<file path="src/design/mprf_pkg.sv">
// ----------------------------------------------------------------------------
// mprf_pkg
// Shared constants, reset tables and memory command type for the
// management PHY register file.
// ----------------------------------------------------------------------------
package mprf_pkg;

    localparam int NUM_PHYS_DEF = 256;
    localparam int NUM_REGS_DEF = 32;
    localparam int TABLE_WORDS  = 32;

    localparam logic [8:0]  THRESHOLD_RESET = 9'd25;
    localparam int          SOFT_RESET_BIT  = 15;
    localparam logic [4:0]  REG_ID_HI       = 5'd2;
    localparam logic [4:0]  REG_ID_LO       = 5'd3;
    localparam logic [4:0]  REG_CONTROL     = 5'd0;

    localparam logic [15:0] TABLE_FIRST [TABLE_WORDS] = '{
        16'h3000, 16'h7809, 16'h0040, 16'h61d4, 16'h01e1, 16'h0000, 16'h0004, 16'h2001,
        16'h0000, 16'h0000, 16'h0000, 16'h0000, 16'h0000, 16'h0000, 16'h0000, 16'h0000,
        16'h1000, 16'h0001, 16'h0000, 16'h0000, 16'h0200, 16'h0600, 16'h0100, 16'h0000,
        16'h003c, 16'h0002, 16'h1f00, 16'h009a, 16'h002c, 16'h0000, 16'h0000, 16'h000b
    };

    localparam logic [15:0] TABLE_SECOND [TABLE_WORDS] = '{
        16'h1100, 16'h7949, 16'h0020, 16'h6061, 16'h0061, 16'h0000, 16'h0004, 16'h2001,
        16'h0000, 16'h0000, 16'h0000, 16'h0000, 16'h0000, 16'h0000, 16'h0000, 16'h3000,
        16'h0002, 16'h0000, 16'h0000, 16'h0000, 16'h0000, 16'h0000, 16'h0000, 16'h0000,
        16'h0420, 16'h0000, 16'h0000, 16'hffff, 16'h0000, 16'h0000, 16'h0000, 16'h0000
    };

    typedef struct packed {
        logic wr;
        logic rd;
    } mem_cmd_t;

    function automatic logic [15:0] table_word(input logic second, input logic [4:0] idx);
        return second ? TABLE_SECOND[idx] : TABLE_FIRST[idx];
    endfunction

endpackage

</file>
<file path="src/design/mprf_ctrl.sv">
// ----------------------------------------------------------------------------
// mprf_ctrl
// Access sequencer: ID check, table load, read or write, result register.
// Rows not loaded since reset are loaded on first access through per-PHY valid bits.
// ----------------------------------------------------------------------------
module mprf_ctrl #(
    parameter int NUM_PHYS = mprf_pkg::NUM_PHYS_DEF,
    parameter int NUM_REGS = mprf_pkg::NUM_REGS_DEF,
    parameter int PHY_W    = 8,
    parameter int REG_W    = 5
) (
    input  logic                     clk,
    input  logic                     rst_n,
    input  logic [8:0]               threshold,
    input  logic                     in_valid,
    output logic                     in_ready,
    input  logic                     kind,
    input  logic [7:0]               phy_id,
    input  logic [4:0]               reg_addr,
    input  logic [15:0]              write_data,
    output logic                     out_valid,
    input  logic                     out_ready,
    output logic [15:0]              read_data,
    output logic                     reset_done,
    output mprf_pkg::mem_cmd_t       mem_cmd,
    output logic [PHY_W+REG_W-1:0]   mem_addr,
    output logic [15:0]              mem_wdata,
    input  logic [15:0]              mem_rdata
);

    typedef enum logic [2:0] {
        S_IDLE,
        S_RD2,
        S_RD3,
        S_CHK,
        S_LOAD,
        S_ACC,
        S_RWAIT,
        S_DONE
    } state_t;

    localparam logic [REG_W-1:0] LAST_WORD = REG_W'(NUM_REGS - 1);

    state_t              state_reg, state_next;
    logic [NUM_PHYS-1:0] row_valid_reg, row_valid_next;
    logic                kind_reg, kind_next;
    logic [7:0]          phy_reg, phy_next;
    logic [4:0]          addr_reg, addr_next;
    logic [15:0]         data_reg, data_next;
    logic                second_reg, second_next;
    logic [15:0]         id_hi_reg, id_hi_next;
    logic [REG_W-1:0]    cnt_reg, cnt_next;
    logic [15:0]         result_reg, result_next;
    logic                did_reset_reg, did_reset_next;
    logic                out_valid_reg, out_valid_next;
    logic [15:0]         read_data_reg, read_data_next;
    logic                reset_done_reg, reset_done_next;

    logic                phy_in_range;
    logic                reg_in_range;
    logic                soft_reset;
    logic [REG_W-1:0]    word_sel;
    logic [PHY_W-1:0]    row_idx;

    assign phy_in_range = {1'b0, phy_id} < 9'(NUM_PHYS);
    assign reg_in_range = {1'b0, addr_reg} < 6'(NUM_REGS);
    assign soft_reset   = (addr_reg == mprf_pkg::REG_CONTROL)
                          && data_reg[mprf_pkg::SOFT_RESET_BIT];
    assign row_idx      = phy_reg[PHY_W-1:0];
    assign mem_addr     = {row_idx, word_sel};

    always_comb
    begin
        state_next      = state_reg;
        row_valid_next  = row_valid_reg;
        kind_next       = kind_reg;
        phy_next        = phy_reg;
        addr_next       = addr_reg;
        data_next       = data_reg;
        second_next     = second_reg;
        id_hi_next      = id_hi_reg;
        cnt_next        = cnt_reg;
        result_next     = result_reg;
        did_reset_next  = did_reset_reg;
        out_valid_next  = out_valid_reg && !out_ready;
        read_data_next  = read_data_reg;
        reset_done_next = reset_done_reg;
        mem_cmd         = '0;
        mem_wdata       = data_reg;
        word_sel        = addr_reg[REG_W-1:0];

        case (state_reg)
            S_IDLE:
            begin
                if (in_valid)
                begin
                    kind_next      = kind;
                    phy_next       = phy_id;
                    addr_next      = reg_addr;
                    data_next      = write_data;
                    second_next    = {1'b0, phy_id} >= threshold;
                    result_next    = '0;
                    did_reset_next = 1'b0;
                    cnt_next       = '0;
                    if (!phy_in_range)
                    begin
                        state_next = S_DONE;
                    end
                    else if (!row_valid_reg[phy_id[PHY_W-1:0]])
                    begin
                        state_next = S_LOAD;
                    end
                    else
                    begin
                        state_next = S_RD2;
                    end
                end
            end
            S_RD2:
            begin
                word_sel    = REG_W'(mprf_pkg::REG_ID_HI);
                mem_cmd.rd  = 1'b1;
                state_next  = S_RD3;
            end
            S_RD3:
            begin
                word_sel    = REG_W'(mprf_pkg::REG_ID_LO);
                mem_cmd.rd  = 1'b1;
                id_hi_next  = mem_rdata;
                state_next  = S_CHK;
            end
            S_CHK:
            begin
                cnt_next   = '0;
                state_next = (id_hi_reg == '0 && mem_rdata == '0) ? S_LOAD : S_ACC;
            end
            S_LOAD:
            begin
                word_sel    = cnt_reg;
                mem_wdata   = mprf_pkg::table_word(second_reg, 5'(cnt_reg));
                mem_cmd.wr  = 1'b1;
                cnt_next    = cnt_reg + 1'b1;
                if (cnt_reg == LAST_WORD)
                begin
                    row_valid_next[row_idx] = 1'b1;
                    did_reset_next          = 1'b1;
                    state_next              = S_ACC;
                end
            end
            S_ACC:
            begin
                cnt_next = '0;
                if (kind_reg)
                begin
                    if (reg_in_range)
                    begin
                        mem_cmd.rd = 1'b1;
                        state_next = S_RWAIT;
                    end
                    else
                    begin
                        state_next = S_DONE;
                    end
                end
                else if (soft_reset)
                begin
                    // a load already done for this beat gives the same contents
                    state_next = did_reset_reg ? S_DONE : S_LOAD;
                end
                else
                begin
                    mem_cmd.wr = reg_in_range;
                    state_next = S_DONE;
                end
            end
            S_RWAIT:
            begin
                result_next = mem_rdata;
                state_next  = S_DONE;
            end
            S_DONE:
            begin
                if (!out_valid_reg || out_ready)
                begin
                    out_valid_next  = 1'b1;
                    read_data_next  = result_reg;
                    reset_done_next = did_reset_reg;
                    state_next      = S_IDLE;
                end
            end
            default:
            begin
                state_next = S_IDLE;
            end
        endcase
    end

    always_ff @(posedge clk or negedge rst_n)
    begin
        if (!rst_n)
        begin
            state_reg     <= S_IDLE;
            row_valid_reg <= '0;
            out_valid_reg <= 1'b0;
        end
        else
        begin
            state_reg     <= state_next;
            row_valid_reg <= row_valid_next;
            out_valid_reg <= out_valid_next;
        end
    end

    always_ff @(posedge clk)
    begin
        kind_reg       <= kind_next;
        phy_reg        <= phy_next;
        addr_reg       <= addr_next;
        data_reg       <= data_next;
        second_reg     <= second_next;
        id_hi_reg      <= id_hi_next;
        cnt_reg        <= cnt_next;
        result_reg     <= result_next;
        did_reset_reg  <= did_reset_next;
        read_data_reg  <= read_data_next;
        reset_done_reg <= reset_done_next;
    end

    assign in_ready   = (state_reg == S_IDLE);
    assign out_valid  = out_valid_reg;
    assign read_data  = read_data_reg;
    assign reset_done = reset_done_reg;

endmodule

</file>
<file path="config.mk">
export PLATFORM = sky130hd
export DESIGN_NAME = mprf_ctrl
export DESIGN_NICKNAME = d
export VERILOG_FILES = /design/src/design/mprf_pkg.sv /design/src/design/mprf_ctrl.sv
export SDC_FILE = /design/constraint.sdc
export NUM_CORES = 1
export LEC_CHECK = 0
export ABC_AREA = 1
export BUFFER_PORTS_ARGS = -buffer_cell sky130_fd_sc_hd__buf_2
export CAP_MARGIN = 10
export CORE_ASPECT_RATIO = 2
export CORE_MARGIN = 2
export CORE_UTILIZATION = 35
export DETAILED_ROUTE_END_ITERATION = 16
export HOLD_SLACK_MARGIN = 0.02
export PLACE_DENSITY = 0.51
export SYNTH_ARGS = -nofsm -noshare
export SYNTH_HDL_FRONTEND = slang
export SYNTH_SLANG_ARGS = --single-unit
export TNS_END_PERCENT = 50
</file>
<file path="constraint.sdc">
create_clock -name clk -period 8 [get_ports clk]
set_clock_uncertainty 0.2 [all_clocks]
set_input_delay 0.8 -clock clk [delete_from_list [all_inputs] [get_ports clk]]
set_output_delay 0.8 -clock clk [all_outputs]
set_load 0.05 [all_outputs]
</file>
==> metrics.cfg, run 1 <==
[placed_design]
pre_cts_slack_ps=3890
io_buffers=108
place_congestion=0.858
placed_cell_area_sq_um=16300
hpwl_microns=30400

[setup_path]
worst_path_most_repeated_cell=nor2_1
crit_cells=9
crit_chain=clkinv_1 > ha_1 > inv_1 > nor2_1 > inv_1 > nor2_1 > nor2_1 > a31oi_1 > buf_2
path_buf_inv=4
crit_end=mem_wdata[6]
rrSetupSlack_ps=4600
regToRegEndpoint=row_valid_reg[58]
critPathLaunch=cnt_reg[2]
arrival_ps=3040
r2r-start=state_reg[1]
critPathKind=reg -> out
cp-start-kind=flop
cp.required_ps=7000
reg2regPathDepth=9
cpLargestDelayFamily=buffers and inverters
critPathCaptureType=output port
cpPeakStageDelay_ps=550
slowest_stage=edfxtp_1
crit_fanout=11

[timing]
max_slew.worst_pin.slew_ps=1290
finalHoldViolCount=0
setup_viol=0
post-route-period-util_pct=50.4
grt_setup_unrepaired=no
maxSlewViolCount=0
finalWorstSetupSlack_ps=3960
max_freq_ghz=0.248
period_minus_slack_ps=4040
maxSlewHeadroom_pct=13.6
fin_tns_setup_ps=0

[die]
rows=108
die_w_microns=152
coreArea_sq_um=43200
ios=109
die_h_microns=300
start_util_pct=35.4
die_area_sq_um=45500

[pwr]
fin_total_pwr_uw=4790
p_leak_uw=0.00763
powerDensity_nw_per_um2=276
peakVddDrop_mv=0.149

[clocking]
insertion_delay_ps=590
post-cts-setup-buffers=0
cts_buffers=31
path_clk_slew_ps=70
cts_tree=built
cts_resized=0
h-tree-depth=1
cts_buffer_depth=3
cts.hold.buffers_added=0
clock_sinks=346
root_buffer=clkbuf_16

[synthesis]
ys_seq_elements=346
synth_edf_count=86
post-synth-top-area-cell=dfrtp_1
async_reset_ff_share_pct=75.1
synth.distinct_cells=32
synth_area_leaders=dfrtp_1 (43%), edfxtp_1 (17%), o21bai_1 (12%), nand3_1 (8.8%), nand2_1 (8.5%)
synth.most_common_cell=nand2_1
synth_top_cell_area_share_pct=42.5
synth_seq_area_share_pct=59.4
synth_area_per_cell_sq_um=9.82
netlist_area_sq_um=15300
synth-main-ff-cell=dfrtp_1
synth_warnings=0
synth_fp_nets=1632
synth_cells=1558
synth_top_cells_by_count=nand2_1 (345), nand3_1 (268), dfrtp_1 (260)

[grt]
grt_overflow_total=0
grt_max_degree=142
grt_antenna_before_repair=0
grt_pass1_vias=12045
grt_pass1_wl_microns=73600
track_usage_pct=20.8

[cells_and_area]
nets=1698
drive_gt1_share_pct=11.2
largest_reg_flops=256
syn_to_final_growth_pct=13.8
fin_area_sq_um=17400

[drt]
drc=0
viasPerCell=5.36
wl_per_cell_microns=21.8
ant_nets=0
drtPass1Iterations=7
vias=11781
first_iter_violations=805
routed_wl_microns=48000

[run_status]
outcome=complete, no violations

[flow_run]
maxCapViolCount=0

[worst_hold_path]
hp-class=in -> async

[power by group]
part           total, uW  switching (uW)  internal, uW
clock               1620             700           920
sequential          2050            71.0          1980
combinational       1130             892           236
total               4790            1660          3130
[metal layers]
| layer | global-route usage, % | share of wire, % |
|---|---|---|
| met2 | 38.7 | 53 |
| met1 | 23.7 | 38 |
| met5 | 0 | 0 |
| met4 | 10.2 | 5.0 |
| met3 | 2.24 | 4.1 |
[cells in the final DEF (no fill, tap or decap), drive strengths merged]
cell type	Yosys	routed
o21a	1	1
o32a	1	1
nor4	8	8
clkinv	2	12
o2111ai	2	2
and3	1	1
bufinv	0	4
inv	83	86
o31ai	3	3
a31oi	7	7
o21ai	18	18
o211ai	3	3
a41oi	1	1
a21oi	21	21
clkbuf	53	40
diode	0	1
clkinvlp	0	1
buf	36	122
nand3	268	268
nand4	4	4
o22ai	4	4
nor3	6	6
o21bai	254	254
nand2	345	345
dfrtp	260	260
nand3b	1	1
nor2	74	74
ha	15	15
edfxtp	86	86
o221ai	1	1
[cell type report]
| cell class | count | area (sq um) |
|---|---|---|
| fillers | 4306 | 25800 |
| flip-flops and latches | 346 | 9090 |
| multi-input cells | 1038 | 5530 |
| clock buffers | 40 | 892 |
| well taps | 550 | 688 |
| repair buffers | 122 | 671 |
| inverters | 85 | 322 |
| clock inverters | 18 | 208 |
| diodes | 1 | 2.50 |
[metrics by stage]
step	util, %	std cells	hold slack [ps]
6_report	40.2	2200	74.4
4_1_cts	40.2	2199	162
3_3_place_gp	37.7	2141	202
2_1_floorplan	-	1558	200
3_5_place_dp	37.7	2141	207
5_1_grt	40.2	2199	171
[worst min-delay path by stage]
stage	slack, ps	cells after the start	from	end
finish	70	1	rst_n	row_valid_reg[70]
CTS	160	1	rst_n	row_valid_reg[70]
detailed placement	210	0	result_reg[4]	read_data[4]
global route	170	1	rst_n	row_valid_reg[70]
floorplan	200	0	result_reg[0]	read_data[0]
global placement	200	0	result_reg[15]	read_data[15]
[cells by family (layout without fill, tap and decap cells)]
group | after synthesis | count (layout) | share of synthesized area, %
AOI/OAI and AO/OA | 316 | 316 | 14.8
and+or+nand+nor | 707 | 707 | 20.1
buffers and inverters | 174 | 265 | 4.44
adders and majority gates | 15 | 15 | 1.23
other | 0 | 1 | 0
DFF | 346 | 346 | 59.4
Note: power is estimated with default switching activity, not from simulation.
==> run 2, diff against run 1 <==
==> constraint.sdc (replaced) <==
create_clock -name clk -period 3.8 [get_ports clk]
set_clock_uncertainty 0.2 [all_clocks]
set_input_delay 0.38 -clock clk [delete_from_list [all_inputs] [get_ports clk]]
set_output_delay 0.38 -clock clk [all_outputs]
set_load 0.05 [all_outputs]
==> run 2 against run 1 <==
  * Final cell count rose by 2.5%
  * Count of clock-buffer cells in the layout rose by 5
  * Sequential power rose by 110%
  * Flip-flop and latch count did not move
  * Worst setup slack got worse by 3700 ps
  * Combinational power rose by 120%
  * Hold slack improved by 35 ps
  * Clock power rose by 110%
  * Cell area rose by 3.3%
  * Critical path type unchanged
  * Critical endpoint unchanged
  * Largest cell class unchanged
  * Largest power group unchanged
==> metrics.cfg, run 2 (same netlist as run 1, synthesis figures left out) <==
[timing]
maxSlewHeadroom_pct=17.1
fin_tns_setup_ps=0
grt_setup_unrepaired=no
maxSlewViolCount=0
post-route-period-util_pct=91.8
setup_viol=0
finalWorstSetupSlack_ps=310
finalHoldViolCount=0
max_slew.worst_pin.slew_ps=1240
max_freq_ghz=0.287
period_minus_slack_ps=3490

[drt]
drc=0
drtPass1Iterations=5
viasPerCell=5.36
ant_nets=0
first_iter_violations=867
wl_per_cell_microns=21.2
vias=12100
routed_wl_microns=47800

[placed_design]
io_buffers=108
dp.cells=2152
hpwl_microns=29900
pre_cts_slack_ps=645
place_congestion=0.885
placed_cell_area_sq_um=16400

[die]
die_w_microns=152
coreArea_sq_um=43200
start_util_pct=35.4
die_area_sq_um=45500
rows=108
die_h_microns=300
ios=109

[setup_path]
worst_path_most_repeated_cell=nor2_1
path_buf_inv=4
regToRegEndpoint=row_valid_reg[67]
cp.required_ps=3220
crit_chain=clkinv_1 > ha_1 > inv_1 > nor2_1 > inv_1 > nor2_1 > nor2_1 > a31oi_1 > buf_2
r2r-start=cnt_reg[2]
arrival_ps=2910
cp-start-kind=flop
slowest_stage=edfxtp_1
rrSetupSlack_ps=680
critPathCaptureType=output port
reg2regPathDepth=9
cpLargestDelayFamily=buffers and inverters
critPathKind=reg -> out
cpPeakStageDelay_ps=530
crit_fanout=11

[clocking]
h-tree-depth=2
root_buffer=clkbuf_16
cts_tree=built
path_clk_slew_ps=70
insertion_delay_ps=530
clock_sinks=346
cts_buffers=34
cts_buffer_depth=3
cts_resized=0

[cells_and_area]
diodes=0
syn_to_final_growth_pct=17.5
fin_area_sq_um=18000
drive_gt1_share_pct=11.5
final_cells=2256
largest_reg_flops=256
mostFrequentLayoutCells=nand2_1 (345), nand3_1 (268), dfrtp_1 (260)
nets=1757
layout_commonest_cell=nand2_1

[pwr]
p_leak_uw=0.00789
powerDensity_nw_per_um2=566
peakVddDrop_mv=0.306

[flow_run]
maxCapViolCount=0

[grt]
grt_pass1_wl_microns=74600
track_usage_pct=21.0
grt_overflow_total=0
grt_antenna_before_repair=0
grt_pass1_vias=12414
grt_max_degree=132

[worst_hold_path]
min-delay-start=phy_id[4]
hp-class=in -> reg
hold_depth=1
min_to=phy_reg[4]

[run_status]
outcome=complete, no violations

run 2: cell count changes in the layout (fill, tap and decap cells not counted), moves of 2 or more:
cell / before / now
buf_12: 1 / 5
clkinv_1: 6 / 3
inv_6: 2 / 0
dlygate4sd3_1: 0 / 45
clkinv_2: 3 / 6
clkinv_4: 3 / 1
buf_4: 14 / 21
clkbuf_1: 3 / 7
run 2: through the flow:
stage	total power, uW	util [%]	hold slack [ps]
5_1_grt	10600	41.6	99.0
6_report	10200	41.6	110
3_5_place_dp	6800	38.0	206
2_1_floorplan	6010	-	-116
4_1_cts	10300	41.6	90.9
3_3_place_gp	6790	38.0	202
run 2: routing by layer:
layer	up-vias	global-route usage, %	routed length [microns]
li1	5555	-	-
met1	6040	25.0	18700
met2	393	37.3	24500
met3	112	2.36	2130
met4	0	10.7	2480
met5	-	0	0
run 2: area by class of cell:
| cell class | instances | area (sq um) |
|---|---|---|
| fillers | 4253 | 25300 |
| flip-flops and latches | 346 | 9090 |
| multi-input cells | 1038 | 5530 |
| repair buffers | 178 | 1250 |
| clock buffers | 45 | 932 |
| well taps | 550 | 688 |
| inverters | 85 | 322 |
| clock inverters | 14 | 164 |
run 2: repair_timing:
action / in CTS / in global routing
hold buffers: 45 / 0
setup buffers: 0 / 0
hold endpoints to repair: 157 / 0
setup endpoints to repair: 0 / 0
run 2: worst max path at each step:
stage            startpoint                 to  cells after the start
2_1_floorplan  state_reg[1]        addr_reg[0]                      5
3_3_place_gp     cnt_reg[2]  row_valid_reg[67]                      9
3_5_place_dp     cnt_reg[2]  row_valid_reg[68]                      9
4_1_cts          cnt_reg[2]       mem_wdata[6]                      9
5_1_grt          cnt_reg[2]       mem_wdata[6]                      9
6_report         cnt_reg[2]       mem_wdata[6]                      9
run 2: power breakdown:
group	switching [uW]	internal, uW	leakage [uW]	total [uW]
Combinational	1910	545	0.00293	2450
Sequential	147	4160	0.00442	4310
Clock	1480	1940	0.000535	3420
Total	3530	6650	0.00789	10200
==> run 3, diff against run 2 <==
--- a/config.mk
+++ b/config.mk
@@ -11,9 +11,10 @@
 export CORE_ASPECT_RATIO = 2
 export CORE_MARGIN = 2
 export CORE_UTILIZATION = 35
+export CTS_CLUSTER_SIZE = 28
 export DETAILED_ROUTE_END_ITERATION = 16
 export HOLD_SLACK_MARGIN = 0.02
-export PLACE_DENSITY = 0.51
+export PLACE_DENSITY_LB_ADDON = 0.25
 export SYNTH_ARGS = -nofsm -noshare
 export SYNTH_HDL_FRONTEND = slang
 export SYNTH_SLANG_ARGS = --single-unit
==> constraint.sdc (replaced) <==
create_clock -name clk -period 3.8 [get_ports clk]
set_clock_uncertainty 0.2 [all_clocks]
set_input_delay 0.38 -clock clk [delete_from_list [all_inputs] [get_ports clk]]
set_output_delay 0.38 -clock clk [all_outputs]
set_load 0.02 [all_outputs]
==> run 3 against run 2 <==
  * Clock power decreased by 3%
  * Worst setup slack improved by 150 ps
  * Flip-flop and latch count did not move
  * Non-clock buffer count fell by 6
  * Sequential power barely moved
  * Count of clock-buffer cells in the layout is 3 lower
  * Largest power group unchanged
  * Hold slack got worse by 36 ps
  * Highest routed layer unchanged
==> metrics.cfg, run 3 (same netlist as run 1, synthesis figures left out) <==
[drt]
drtPass1Iterations=5
routed_wl_microns=46100
drc=0
vias=12077
viasPerCell=5.38
wl_per_cell_microns=20.5
first_iter_violations=850
ant_nets=0

[pwr]
peakVddDrop_mv=0.308
p_leak_uw=0.00785
fin_total_pwr_uw=9600
powerDensity_nw_per_um2=535

[die]
die_area_sq_um=45500
rows=108
coreArea_sq_um=43200
die_w_microns=152
start_util_pct=35.4
die_h_microns=300
ios=109

[timing]
max_slew.worst_pin.slew_ps=1180
post-route-period-util_pct=87.9
setup_viol=0
hold-worst-slack_ps=74.1
maxSlewViolCount=0
max_freq_ghz=0.299
finalHoldViolCount=0
fin_tns_setup_ps=0
grt_setup_unrepaired=no
period_minus_slack_ps=3340
maxSlewHeadroom_pct=21.3

[setup_path]
critPathKind=reg -> out
arrival_ps=2760
cp-start-kind=flop
critPathCaptureType=output port
crit_fanout=11
cp.required_ps=3220

[placed_design]
hpwl_microns=29600
place_congestion=0.901
io_buffers=108

[cells_and_area]
layout_commonest_cell=nand2_1
largest_reg_flops=256
fin_util_pct=41.5
syn_to_final_growth_pct=17.2
mostFrequentLayoutCells=nand2_1 (345), nand3_1 (268), dfrtp_1 (260)
drive_gt1_share_pct=10.8
diodes=0
nets=1747

[clocking]
cts_buffer_depth=3
cts_buffers=30
insertion_delay_ps=570
cts_resized=0
h-tree-depth=1
path_clk_slew_ps=70
root_buffer=clkbuf_16
clock_sinks=346
cts_tree=built

[grt]
track_usage_pct=20.3
grt_pass1_wl_microns=73000
grt_antenna_before_repair=0
grt_max_degree=132
grt_pass1_vias=12417
grt_overflow_total=0

[flow_run]
maxCapViolCount=0

[worst_hold_path]
hp-class=in -> reg

[run_status]
outcome=complete, no violations

==> run 3: worst paths after layout <==
| check | cells after the start | endpoint | slack, ps | from |
|---|---|---|---|---|
| setup / recovery | 9 | mem_wdata[3] | 460 | cnt_reg[2] |
| hold reg to reg | 0 | read_data[4] | 220 | result_reg[4] |
| min in group asynchronous | 2 | row_valid_reg[91] | 170 | rst_n |
| setup reg to reg | 9 | row_valid_reg[133] | 640 | cnt_reg[2] |
| hold / removal | 1 | phy_reg[4] | 70 | phy_id[4] |
| max in group asynchronous | 3 | row_valid_reg[162] | 2210 | rst_n |
==> run 3: routing by layer <==
| layer | track usage, % | up-vias | part of all wire (%) |
|---|---|---|---|
| li1 | - | 5531 | - |
| met5 | 0 | - | 0 |
| met1 | 23.7 | 6051 | 39 |
| met3 | 2.04 | 114 | 4.2 |
| met4 | 10.7 | 0 | 5.5 |
| met2 | 36.8 | 381 | 52 |
==> run 3: timing repair <==
action / CTS / global route
hold endpoints to repair: 151 / 0
hold buffers: 45 / 0
endpoints found under the setup margin: 0 / 0
setup buffers: 0 / 0
==> run 3: through the flow <==
stage                     area, sq um  std cells  setup WS (ps)
after global placement          16400       2146            742
after global routing            17900       2246            148
after CTS                       17900       2246            439
after detailed placement        16400       2146            675
final                           17900       2246            461
after floorplan                 15300       1558            724
==> run 3: critical path, cell delays in order, from the launching register on <==
cell and delay, ps:
edfxtp_1 530, clkinv_1 310, ha_1 320, inv_1 70, nor2_1 60, inv_1 120, nor2_1 70, nor2_1 360
a31oi_1 160, buf_2 190
==> run 3: final cells by class <==
type | count | area, sq um
Clock buffer | 42 | 900
Clock inverter | 13 | 161
Fill cell | 4218 | 25300
Inverter | 85 | 320
Multi-Input combinational cell | 1038 | 5530
Sequential cell | 346 | 9090
Tap cell | 550 | 688
Timing Repair Buffer | 172 | 1230
==> run 3: power breakdown <==
| part | leakage (uW) | switching (uW) | internal [uW] |
|---|---|---|---|
| clock | 0.000514 | 1390 | 1920 |
| sequential | 0.00442 | 143 | 4160 |
| combinational | 0.00291 | 1440 | 545 |
